==> src/rtl/asl_pkg.sv <==
// ----------------------------------------------------------------------------
// asl_pkg
// Shared types and constants for the assembly source lexer.
// ----------------------------------------------------------------------------
package asl_pkg;

    // Offset counter width; token fields stay 16 bits and saturate.
    localparam int OFFSET_BITS = 16;

    localparam int TOK_W = 16;

    // Token queue; depth must be a power of two.
    localparam int TOKQ_DEPTH = 4;
    localparam int TOKQ_PTR_W = $clog2(TOKQ_DEPTH);
    localparam int TOKQ_CNT_W = $clog2(TOKQ_DEPTH + 1);

    // Character codes
    localparam logic [7:0] CH_NUL   = 8'h00;
    localparam logic [7:0] CH_TAB   = 8'h09;
    localparam logic [7:0] CH_LF    = 8'h0A;
    localparam logic [7:0] CH_VT    = 8'h0B;
    localparam logic [7:0] CH_FF    = 8'h0C;
    localparam logic [7:0] CH_CR    = 8'h0D;
    localparam logic [7:0] CH_SPACE = 8'h20;
    localparam logic [7:0] CH_COMMA = 8'h2C;
    localparam logic [7:0] CH_COLON = 8'h3A;
    localparam logic [7:0] CH_UNDER = 8'h5F;
    localparam logic [7:0] CH_R_UP  = 8'h52;
    localparam logic [7:0] CH_R_LO  = 8'h72;

    typedef enum logic [2:0] {
        TK_WORD    = 3'd0,
        TK_REG     = 3'd1,
        TK_LABEL   = 3'd2,
        TK_IMM     = 3'd3,
        TK_COMMA   = 3'd4,
        TK_NEWLINE = 3'd5,
        TK_END     = 3'd6,
        TK_INVALID = 3'd7
    } token_kind_t;

    typedef enum logic [1:0] {
        MODE_IDLE = 2'd0,
        MODE_WORD = 2'd1,
        MODE_NUM  = 2'd2
    } lex_mode_t;

    typedef struct packed {
        token_kind_t      kind;
        logic [TOK_W-1:0] start;
        logic [TOK_W-1:0] length;
        logic             last;
    } token_t;

    function automatic logic is_alpha(input logic [7:0] b);
        return ((b >= 8'h61) && (b <= 8'h7A)) || ((b >= 8'h41) && (b <= 8'h5A));
    endfunction

    function automatic logic is_digit(input logic [7:0] b);
        return (b >= 8'h30) && (b <= 8'h39);
    endfunction

    function automatic logic is_blank(input logic [7:0] b);
        return (b == CH_SPACE) || (b == CH_TAB) || (b == CH_CR) ||
               (b == CH_VT) || (b == CH_FF);
    endfunction

endpackage

==> src/rtl/asl_byte_if.sv <==
// ----------------------------------------------------------------------------
// asl_byte_if
// Source byte channel: valid/ready plus one byte per word.
// ----------------------------------------------------------------------------
interface asl_byte_if;
    logic       valid;
    logic       ready;
    logic [7:0] source_byte;

    modport source (output valid, output source_byte, input ready);
    modport sink   (input valid, input source_byte, output ready);
endinterface

==> src/rtl/asl_token_if.sv <==
// ----------------------------------------------------------------------------
// asl_token_if
// Token channel: valid/ready plus one token per word.
// ----------------------------------------------------------------------------
interface asl_token_if;
    logic        valid;
    logic        ready;
    logic [2:0]  token_kind;
    logic [15:0] token_start;
    logic [15:0] token_size;
    logic        last_of_run;

    modport source (output valid, output token_kind, output token_start,
                    output token_size, output last_of_run, input ready);
    modport sink   (input valid, input token_kind, input token_start,
                    input token_size, input last_of_run, output ready);
endinterface

==> src/rtl/assembly_source_lexer_core.sv <==
// ----------------------------------------------------------------------------
// assembly_source_lexer_core
// Streaming assembly lexer: source bytes in, tokens out.
// ----------------------------------------------------------------------------
// One source byte is taken per word on src; tokens leave one per word on tok.
// The block accepts a byte every cycle while the queue has room: an accepted
// byte is held in the input register, is lexed there by combinational logic,
// and its tokens enter a four-entry token queue, so the first token of a byte
// shows on tok once it has been written into the queue, whose head drives tok.
// A byte yields zero, one or two tokens (a byte that ends a pending word or
// number first flushes that token, then its own); the two tokens of a byte
// leave on tok one per word, and src.ready drops whenever the queue has fewer
// than two free entries while a byte waits in the input register. last_of_run
// marks the final token of each byte. A zero byte ends the source: it emits an
// end token and restarts offsets at zero. Offsets and lengths saturate at
// 65535.
// ----------------------------------------------------------------------------
module assembly_source_lexer_core (
    input  logic         clk,
    input  logic         rst_n,
    asl_byte_if.sink     src,
    asl_token_if.source  tok
);

    // input register
    logic       byte_vld_reg;
    logic [7:0] byte_reg;

    logic            advance;
    logic            room2;
    logic            q_not_empty;
    logic [1:0]      tok_cnt;
    logic [1:0]      push_cnt;
    asl_pkg::token_t tok0;
    asl_pkg::token_t tok1;
    asl_pkg::token_t head;

    // lex the held byte only when both its tokens fit
    assign advance   = byte_vld_reg && room2;
    assign src.ready = !byte_vld_reg || advance;
    assign push_cnt  = advance ? tok_cnt : 2'd0;

    always_ff @(posedge clk or negedge rst_n)
    begin
        if (!rst_n)
        begin
            byte_vld_reg <= 1'b0;
        end
        else if (src.valid && src.ready)
        begin
            byte_vld_reg <= 1'b1;
        end
        else if (advance)
        begin
            byte_vld_reg <= 1'b0;
        end
    end

    always_ff @(posedge clk)
    begin
        if (src.valid && src.ready)
        begin
            byte_reg <= src.source_byte;
        end
    end

    asl_lex u_lex (
        .clk     (clk),
        .rst_n   (rst_n),
        .step    (advance),
        .byte_in (byte_reg),
        .tok_cnt (tok_cnt),
        .tok0    (tok0),
        .tok1    (tok1)
    );

    asl_tok_fifo u_fifo (
        .clk       (clk),
        .rst_n     (rst_n),
        .push_cnt  (push_cnt),
        .push0     (tok0),
        .push1     (tok1),
        .pop       (q_not_empty && tok.ready),
        .head      (head),
        .not_empty (q_not_empty),
        .room2     (room2)
    );

    // output word straight from the queue head
    assign tok.valid        = q_not_empty;
    assign tok.token_kind   = head.kind;
    assign tok.token_start  = head.start;
    assign tok.token_size   = head.length;
    assign tok.last_of_run  = head.last;

endmodule

==> src/rtl/asl_lex.sv <==
// ----------------------------------------------------------------------------
// asl_lex
// Lexer state and per-byte decision; yields zero, one or two tokens per byte.
// ----------------------------------------------------------------------------
module asl_lex (
    input  logic              clk,
    input  logic              rst_n,
    input  logic              step,
    input  logic [7:0]        byte_in,
    output logic [1:0]        tok_cnt,
    output asl_pkg::token_t   tok0,
    output asl_pkg::token_t   tok1
);

    localparam int OB = asl_pkg::OFFSET_BITS;
    localparam logic [OB-1:0] OFF_MAX = {OB{1'b1}};
    // 65535 seen at offset width + 1; truncation is harmless below 16 bits
    localparam logic [OB:0] SAT16 = (OB + 1)'(17'h0FFFF);

    function automatic logic [15:0] sat16(input logic [OB:0] v);
        return (v > SAT16) ? 16'hFFFF : 16'(v);
    endfunction

    function automatic logic [15:0] len16(input logic [OB:0] v);
        logic [15:0] r;
        r = sat16(v);
        if (v == '0)
        begin
            r = 16'd1;
        end
        return r;
    endfunction

    asl_pkg::lex_mode_t mode_reg, mode_next;
    logic               cand_reg, cand_next;
    logic [OB-1:0]      pstart_reg, pstart_next;
    logic [OB-1:0]      off_reg, off_next;

    logic [OB-1:0]         pos_inc;
    logic [OB-1:0]         plen;
    logic                  lexed;
    logic                  flush_vld;
    asl_pkg::token_kind_t  flush_kind;
    logic                  own_vld;
    asl_pkg::token_kind_t  own_kind;
    logic [15:0]           own_start;
    logic [15:0]           own_len;
    asl_pkg::token_t       flush_tok;
    asl_pkg::token_t       own_tok;

    assign pos_inc = (off_reg == OFF_MAX) ? OFF_MAX : off_reg + 1'b1;
    assign plen    = (off_reg >= pstart_reg) ? off_reg - pstart_reg : '0;

    always_comb
    begin
        mode_next   = mode_reg;
        cand_next   = cand_reg;
        pstart_next = pstart_reg;
        off_next    = (byte_in == asl_pkg::CH_NUL) ? '0 : pos_inc;
        lexed       = 1'b0;
        flush_vld   = 1'b0;
        flush_kind  = asl_pkg::TK_WORD;
        own_vld     = 1'b0;
        own_kind    = asl_pkg::TK_INVALID;
        own_start   = sat16({1'b0, off_reg});
        own_len     = 16'd1;

        case (mode_reg)
            asl_pkg::MODE_WORD:
            begin
                if (asl_pkg::is_alpha(byte_in) || asl_pkg::is_digit(byte_in) ||
                    (byte_in == asl_pkg::CH_UNDER))
                begin
                    lexed = 1'b1;
                    if (!asl_pkg::is_digit(byte_in))
                    begin
                        cand_next = 1'b0;
                    end
                end
                else if (byte_in == asl_pkg::CH_COLON)
                begin
                    // label: colon counted in the length
                    lexed     = 1'b1;
                    own_vld   = 1'b1;
                    own_kind  = asl_pkg::TK_LABEL;
                    own_start = sat16({1'b0, pstart_reg});
                    own_len   = len16({1'b0, plen} + 1'b1);
                    mode_next = asl_pkg::MODE_IDLE;
                    cand_next = 1'b0;
                end
                else
                begin
                    flush_vld  = 1'b1;
                    flush_kind = (cand_reg && (plen >= OB'(2))) ?
                                 asl_pkg::TK_REG : asl_pkg::TK_WORD;
                    mode_next  = asl_pkg::MODE_IDLE;
                    cand_next  = 1'b0;
                end
            end
            asl_pkg::MODE_NUM:
            begin
                if (asl_pkg::is_digit(byte_in))
                begin
                    lexed = 1'b1;
                end
                else
                begin
                    flush_vld  = 1'b1;
                    flush_kind = asl_pkg::TK_IMM;
                    mode_next  = asl_pkg::MODE_IDLE;
                end
            end
            default:
            begin
                mode_next = asl_pkg::MODE_IDLE;
            end
        endcase

        // byte lexed on its own
        if (!lexed)
        begin
            if (asl_pkg::is_blank(byte_in))
            begin
                own_vld = 1'b0;
            end
            else if (asl_pkg::is_alpha(byte_in))
            begin
                mode_next   = asl_pkg::MODE_WORD;
                cand_next   = (byte_in == asl_pkg::CH_R_LO) || (byte_in == asl_pkg::CH_R_UP);
                pstart_next = off_reg;
            end
            else if (asl_pkg::is_digit(byte_in))
            begin
                mode_next   = asl_pkg::MODE_NUM;
                pstart_next = off_reg;
            end
            else
            begin
                own_vld = 1'b1;
                case (byte_in)
                    asl_pkg::CH_COMMA: own_kind = asl_pkg::TK_COMMA;
                    asl_pkg::CH_LF:    own_kind = asl_pkg::TK_NEWLINE;
                    asl_pkg::CH_NUL:   own_kind = asl_pkg::TK_END;
                    default:           own_kind = asl_pkg::TK_INVALID;
                endcase
            end
        end
    end

    always_comb
    begin
        flush_tok.kind   = flush_kind;
        flush_tok.start  = sat16({1'b0, pstart_reg});
        flush_tok.length = len16({1'b0, plen});
        flush_tok.last   = !own_vld;

        own_tok.kind     = own_kind;
        own_tok.start    = own_start;
        own_tok.length   = own_len;
        own_tok.last     = 1'b1;

        tok_cnt = 2'(flush_vld) + 2'(own_vld);
        tok0    = flush_vld ? flush_tok : own_tok;
        tok1    = own_tok;
    end

    always_ff @(posedge clk or negedge rst_n)
    begin
        if (!rst_n)
        begin
            mode_reg   <= asl_pkg::MODE_IDLE;
            cand_reg   <= 1'b0;
            pstart_reg <= '0;
            off_reg    <= '0;
        end
        else if (step)
        begin
            mode_reg   <= mode_next;
            cand_reg   <= cand_next;
            pstart_reg <= pstart_next;
            off_reg    <= off_next;
        end
    end

endmodule

==> src/rtl/asl_tok_fifo.sv <==
// ----------------------------------------------------------------------------
// asl_tok_fifo
// Small token queue; takes up to two tokens a cycle, gives one.
// ----------------------------------------------------------------------------
module asl_tok_fifo (
    input  logic              clk,
    input  logic              rst_n,
    input  logic [1:0]        push_cnt,
    input  asl_pkg::token_t   push0,
    input  asl_pkg::token_t   push1,
    input  logic              pop,
    output asl_pkg::token_t   head,
    output logic              not_empty,
    output logic              room2
);

    localparam int PW = asl_pkg::TOKQ_PTR_W;
    localparam int CW = asl_pkg::TOKQ_CNT_W;

    asl_pkg::token_t q_mem [asl_pkg::TOKQ_DEPTH];

    logic [PW-1:0] wr_reg, wr_next;
    logic [PW-1:0] rd_reg, rd_next;
    logic [CW-1:0] cnt_reg, cnt_next;

    assign not_empty = (cnt_reg != '0);
    assign room2     = (cnt_reg <= CW'(asl_pkg::TOKQ_DEPTH - 2));
    assign head      = q_mem[rd_reg];

    always_comb
    begin
        wr_next  = wr_reg + PW'(push_cnt);
        rd_next  = rd_reg + PW'(pop);
        cnt_next = cnt_reg + CW'(push_cnt) - CW'(pop);
    end

    always_ff @(posedge clk)
    begin
        if (push_cnt != 2'd0)
        begin
            q_mem[wr_reg] <= push0;
        end
        if (push_cnt == 2'd2)
        begin
            q_mem[wr_reg + 1'b1] <= push1;
        end
    end

    always_ff @(posedge clk or negedge rst_n)
    begin
        if (!rst_n)
        begin
            wr_reg  <= '0;
            rd_reg  <= '0;
            cnt_reg <= '0;
        end
        else
        begin
            wr_reg  <= wr_next;
            rd_reg  <= rd_next;
            cnt_reg <= cnt_next;
        end
    end

endmodule

==> src/flat_wrapper.sv <==
// flat-port wrapper written by rule: the top's interface ports become plain ports
module assembly_source_lexer_core_flat 
  (clk, rst_n, src_valid, src_source_byte, src_ready, tok_valid, tok_token_kind, tok_token_start, tok_token_size, tok_last_of_run, tok_ready);
  asl_byte_if src_i ();
  asl_token_if tok_i ();
  input  logic clk;
  input  logic rst_n;
  input wire logic [$bits(src_i.valid)-1:0] src_valid;
  input wire logic [$bits(src_i.source_byte)-1:0] src_source_byte;
  output wire logic [$bits(src_i.ready)-1:0] src_ready;
  output wire logic [$bits(tok_i.valid)-1:0] tok_valid;
  output wire logic [$bits(tok_i.token_kind)-1:0] tok_token_kind;
  output wire logic [$bits(tok_i.token_start)-1:0] tok_token_start;
  output wire logic [$bits(tok_i.token_size)-1:0] tok_token_size;
  output wire logic [$bits(tok_i.last_of_run)-1:0] tok_last_of_run;
  input wire logic [$bits(tok_i.ready)-1:0] tok_ready;
  assign src_i.valid = src_valid;
  assign src_i.source_byte = src_source_byte;
  assign src_ready = src_i.ready;
  assign tok_valid = tok_i.valid;
  assign tok_token_kind = tok_i.token_kind;
  assign tok_token_start = tok_i.token_start;
  assign tok_token_size = tok_i.token_size;
  assign tok_last_of_run = tok_i.last_of_run;
  assign tok_i.ready = tok_ready;
  assembly_source_lexer_core u_core (.clk(clk), .rst_n(rst_n), .src(src_i), .tok(tok_i));
endmodule
==> config.mk <==
export PLATFORM = sky130hd
export DESIGN_NAME = assembly_source_lexer_core_flat
export DESIGN_NICKNAME = d
export VERILOG_FILES = /design/src/rtl/asl_pkg.sv /design/src/rtl/asl_byte_if.sv /design/src/rtl/asl_token_if.sv /design/src/rtl/assembly_source_lexer_core.sv /design/src/rtl/asl_lex.sv /design/src/rtl/asl_tok_fifo.sv /design/src/flat_wrapper.sv
export SDC_FILE = /design/constraint.sdc
export NUM_CORES = 1
export LEC_CHECK = 0
export ABC_AREA = 1
export BUFFER_PORTS_ARGS = -buffer_cell sky130_fd_sc_hd__buf_4
export CAP_MARGIN = 20
export CORE_ASPECT_RATIO = 0.6
export CORE_MARGIN = 5
export CORE_UTILIZATION = 68
export DETAILED_ROUTE_END_ITERATION = 12
export PLACE_DENSITY = 0.88
export SYNTH_ARGS = -nofsm -noshare
export SYNTH_HDL_FRONTEND = slang
export SYNTH_SLANG_ARGS = --single-unit
export TNS_END_PERCENT = 1
==> constraint.sdc <==
create_clock -name clk -period 12.85 [get_ports clk]
set_input_delay 2.57 -clock clk [delete_from_list [all_inputs] [get_ports clk]]
set_output_delay 2.57 -clock clk [all_outputs]
set_load 0.02 [all_outputs]
---- Word level (Yosys, flattened, before mapping) ----
Memory sizes are Yosys's and may differ from the RTL's.
Cells that the tools add are included.
word-level totals
  RAM bits ................................ 144
  flip-flop bits (word level) ............. 51
  memories ................................ 1
  word-level logic and storage cells ...... 134
operators by class
  bitwise logic cells ..................... 2
  magnitude comparators ................... 10
  reduce and logical (&&, ||, !) cells .... 26
  mux-type cells .......................... 62
  add/subtract/negate cells ............... 9
  eq/ne operators ......................... 15
memory list
  name                 depth  width  read ports  clocked after Yosys merged registers in  wr ports  RTL line            text
  u_core.u_fifo.q_mem  4      36     1           0                                        2         asl_tok_fifo.sv:20  asl_pkg::token_t q_mem [asl_pkg::TOKQ_DEPTH];
operator list
  cell                   number
  $mux 16                14
  $eq 8x4->1 const B     5
  $mux 36                1
  $mux 1                 27
  $eq 8x6->1 const B     3
  $eq 8x7->1 const B     3
  $mux 3                 7
  $add 16x1->17 const B  1
  $gt 17x16->1 const B   1
  $logic_not 17->1       1
  $add 16x1->16 const B  1
  $eq 16x16->1 const B   1
  $ge 16x16->1           1
  $ge 16x2->1 const B    1
  $ge 8x7->1 const B     2
  $le 8x7->1 const B     2
  $logic_not 16->1       1
  $mux 2                 8
  $sub 16x16->16         1
  $logic_or 1x1->1       9
  $ge 8x6->1 const B     1
  $le 8x6->1 const B     1
  $logic_not 8->1        1
  $pmux 2 s2             2
  other kinds (17)       29

---- Logic depth before layout (Yosys ltp) ----
  word-level depth ........................ 16
  depth in mapped cells ................... 31
  gate-level depth less buffers ........... 28

---- By module ----
From an unflattened synthesis, not the netlist that was laid out.
second synthesis, totals
  cell total of the unflattened synthesis .. 1,886
  area total of the unflattened synthesis .. 13,372.8 sq um
by module, submodules not included
  module                      times used  area an instance (sq um)  cells an instance
  asl_tok_fifo                1           8,401.8                   1,060
  asl_lex                     1           4,653.2                   804
  assembly_source_lexer_core  1           317.8                     22

---- Worst setup path before layout ----
Ideal clock, no wire load.
  kind .................................... reg-to-reg
  from .................................... register u_core.byte_reg[0]
  to ...................................... memory u_core.u_fifo.q_mem[0][10] (netlist bit), enable pin
  path buffers ............................ 2
  data arrival time ....................... 3.996 ns
  cell stages (with the launch flop) ...... 22
  library setup time ...................... 0.393 ns
  slack ................................... 8.461 ns
  path through ............................ edfxtp_1 > nor2_1 > nand2_1 > inv_1 > o22ai_1 > nand2_1 > nand2_1 > inv_1 > nand2_1 > or4_1 > nand2_1 > clkbuf_1 > clkbuf_1 > ha_1 > inv_1 > nor2_1 > inv_1 > nor2_1 > inv_1 > nor2_1 > inv_1 > nand2_1
RTL lines
  item                    RTL line                          text
  from (decl)             assembly_source_lexer_core.sv:27  logic [7:0] byte_reg;
  from (signal assigned)  assembly_source_lexer_core.sv:63  byte_reg <= src.source_byte;
  to (decl)               asl_tok_fifo.sv:20

==> reports/results.ini <==
[placement]
place_congestion = 1.027
portBuffers = 49
post-dp-hpwl_mm = 25.56

[timing]
final_max_slew_viol_count = 0
hold_viol = 0
max_freq_mhz = 160.2
post-route-min-period_ns = 6.242
rsz0062_at_grt = false
tns_ns = 0
worstMarginPinSlew_ns = 1.191
finalCritPeriodShare_pct = 48.57
max_slew_margin_pct = 19.77
fin_skew_ns = 0.01409
holdWs_ns = 0.5057
final-setup-viol-count = 0

[die]
die_x_um = 182.0
start_util_pct = 69.92
fp-row-count = 37
dieHeight_um = 113.2
die_area_um2 = 20610
pin_count = 50
core_area_um2 = 17270

[worst_setup_path]
crit_path_end = u_core.u_fifo.q_mem[0][33]
worstPathRequired_ns = 12.96
reg2reg_slack_ns = 6.61
crit_fanout = 25
critPathCaptureType = register
slowest_stage = nor2_1
path_cells = nor2_1 > nand2_1 > inv_1 > o22ai_1 > nand2_1 > nand2_1 > inv_1 > nand2_1 > or4_1 > nand2_1 > ha_1 > inv_1 > nor2_1 > inv_1 > nor2_1 > inv_1 > nor2_1 > inv_1 > nand2_1 > buf_4
reg2regPathDepth = 20
crit_start = u_core.byte_reg[0]
critical_path.max_stage_delay_ns = 0.79
worst_setup_path_start_kind = register
r2r-end = u_core.u_fifo.q_mem[0][33]
worstPathArrival_ns = 6.35
r2r-start = u_core.byte_reg[0]
critical_path_class = reg -> reg

[cells_and_area]
drive_gt1_share_pct = 8.997
largest_register_ffs = 144
fin_util_pct = 76.22
nets = 1586
diodes = 0
final_cell_mix = nand2_1 (388), nor2_1 (170), edfxtp_1 (148), inv_1 (145), o21ai_0 (145)
fillCellCount = 1235
final_common_cell = nand2_1
area_delta_synth_final_pct = 9.017

[cts]
cts.clk_slew.worst_paths_ns = 0.08
root_buffer = clkbuf_16
clock-sinks = 195
holdBufCountCts = 0
cts_setup_buffers = 0
insertion_delay_ns = 0.45
cts_htree_levels = 4
post_cts_resize_count = 0
cts_tree = yes
clockBufferDepth = 2
cts-buffers-inserted = 17

[global_routing]
overflow = 0
grt_usage_pct = 35.64
grt_max_degree = 75
grt_pass1_wl_mm = 57.55
grt_pass1_vias = 10520
antenna_found_initial = 0

[yosys]
asyncSetResetFlopFracSynth_pct = 22.05
syn-cell-area_um2 = 12070
ys_seq_area_share_pct = 46.39
syn_nets = 1573
yosysWarningCount = 0
synth_flop_cell = edfxtp_1
synth.avg_cell_area_um2 = 7.891
syn_inst = 1530
synth_edf_count = 148
yosysUniqueCellTypes = 47
ys_ff_latch = 195

[detailed_routing]
ant_nets = 0
vias = 11730
wirelength_mm = 37.34
via_per_inst = 6.551
drt_first_pass_iters = 8
drtIter0Drc = 2472
routedWlPerCell_um = 20.86
drc = 0

[power_and_ir_drop]
total_power_uw = 3697
powerDensity_nw_per_um2 = 280.9
p_sw_share_pct = 54.31
peakVddDrop_v = 0.0003323
pwr-share-comb_pct = 61.6
switchingPower_uw = 2008
p_int_uw = 1689
sequentialPowerShare_pct = 23.6
total_leakage_power_uw = 0.005665
power_frac_clock_pct = 14.8

[job]
drv_cap = 0

[status]
outcome = finished, final reports clean

[hold_path]
worstHoldPathType = reg -> reg

-- power groups by stage --
stage	combinational (µW)	sequential, µW	clock (µW)
after floorplan	1520	866	0
after global placement	2100	879	0
after detailed placement	2160	883	0
after CTS	2180	870	542
after global routing	2430	881	574
final	2280	874	547
-- routing by layer --
metal	track usage (%)	vias up	share of wire, %
met5	0	-	0
met2	50.79	1062	41
met4	6.947	0	2.0
met3	14.49	113	19
met1	51.96	5298	38
li1	-	5253	-
-- worst min path at each step --
stage                                     startpoint                         end  slack, ns  cells past startpoint
after floorplan            u_core.u_fifo.q_mem[3][0]   u_core.u_fifo.q_mem[3][0]       0.45                      1
after global placement     u_core.u_fifo.q_mem[0][0]   u_core.u_fifo.q_mem[0][0]       0.49                      2
after detailed placement  u_core.u_lex.pstart_reg[3]  u_core.u_lex.pstart_reg[3]       0.49                      2
after CTS                 u_core.u_lex.pstart_reg[3]  u_core.u_lex.pstart_reg[3]       0.51                      2
after global routing       u_core.u_fifo.q_mem[0][0]   u_core.u_fifo.q_mem[0][0]       0.54                      2
final                     u_core.u_lex.pstart_reg[3]  u_core.u_lex.pstart_reg[3]       0.51                      2
-- logic make-up (layout without fill, tap and decap cells) --
logic type	Yosys count	after routing	share of synthesized area, %
compound gates	307	307	14.41
xor+xnor	21	21	1.524
fa+ha+maj	31	31	3.337
buf+inv	222	248	7.317
flops	195	195	46.39
mux	1	1	0.08291
simple gates	753	753	26.95
-- cell usage after synthesis, types with 2 or more instances --
cell      instances  share of area, %
nor2_1          170               5.3
edfxtp_1        148                37
or4_1             2              0.12
nand3_2          16               1.3
a21oi_2           2              0.15
o21ai_0         145               6.0
o21ai_1          10              0.41
and2_1            3              0.16
nand2_2           5              0.26
nor3_1            8              0.33
nor2_2            6              0.31
clkbuf_1         57               1.8
dfxtp_1           4              0.66
o211ai_1          2              0.12
nor4_1            2              0.10
a21oi_1          14              0.58
fa_1              2              0.33
nand3b_1          3              0.19
xor2_1           18               1.3
dfrtp_1          43               8.9
nand3_1         119               4.9
ha_1             29               3.0
inv_2             3             0.093
inv_1           145               4.5
xnor2_1           3              0.22
nand2_1         388                12
buf_2            10              0.41
buf_6             3              0.28
nand4_1          24               1.2
o22ai_1         126               6.5
nor2_4            4              0.37
-- stage by stage --
| step | setup WS [ns] | instance area, µm² | std cells |
|---|---|---|---|
| finish | 6.608 | 13160 | 1790 |
| global route | 6.283 | 13160 | 1790 |
| CTS | 6.896 | 13140 | 1788 |
| detailed placement | 6.948 | 12540 | 1756 |
| global placement | 7.271 | 12540 | 1756 |
| floorplan | 8.461 | 12070 | 1530 |
-- cell type report --
cell class                 count  area (µm²)  area share [%]
sequential                   195        5602           42.56
tap                          234       292.8           2.225
timing repair buffer          67       510.5           3.879
clock inverter                15       176.4           1.340
clock buffer                  17       425.4           3.232
inverter                     149       559.3           4.249
multi-input combinational   1113        5595           42.51
-- worst max-delay path: cells and delay by family, from the launching register on --
| family | cells | cell delay, ns |
|---|---|---|
| compound gates | 1 | 0.10 |
| simple gates | 11 | 3.55 |
| fa+ha+maj | 1 | 0.25 |
| buf+inv | 7 | 1.54 |
| flops | 1 | 0.44 |
(Power assumes the default switching activity.)
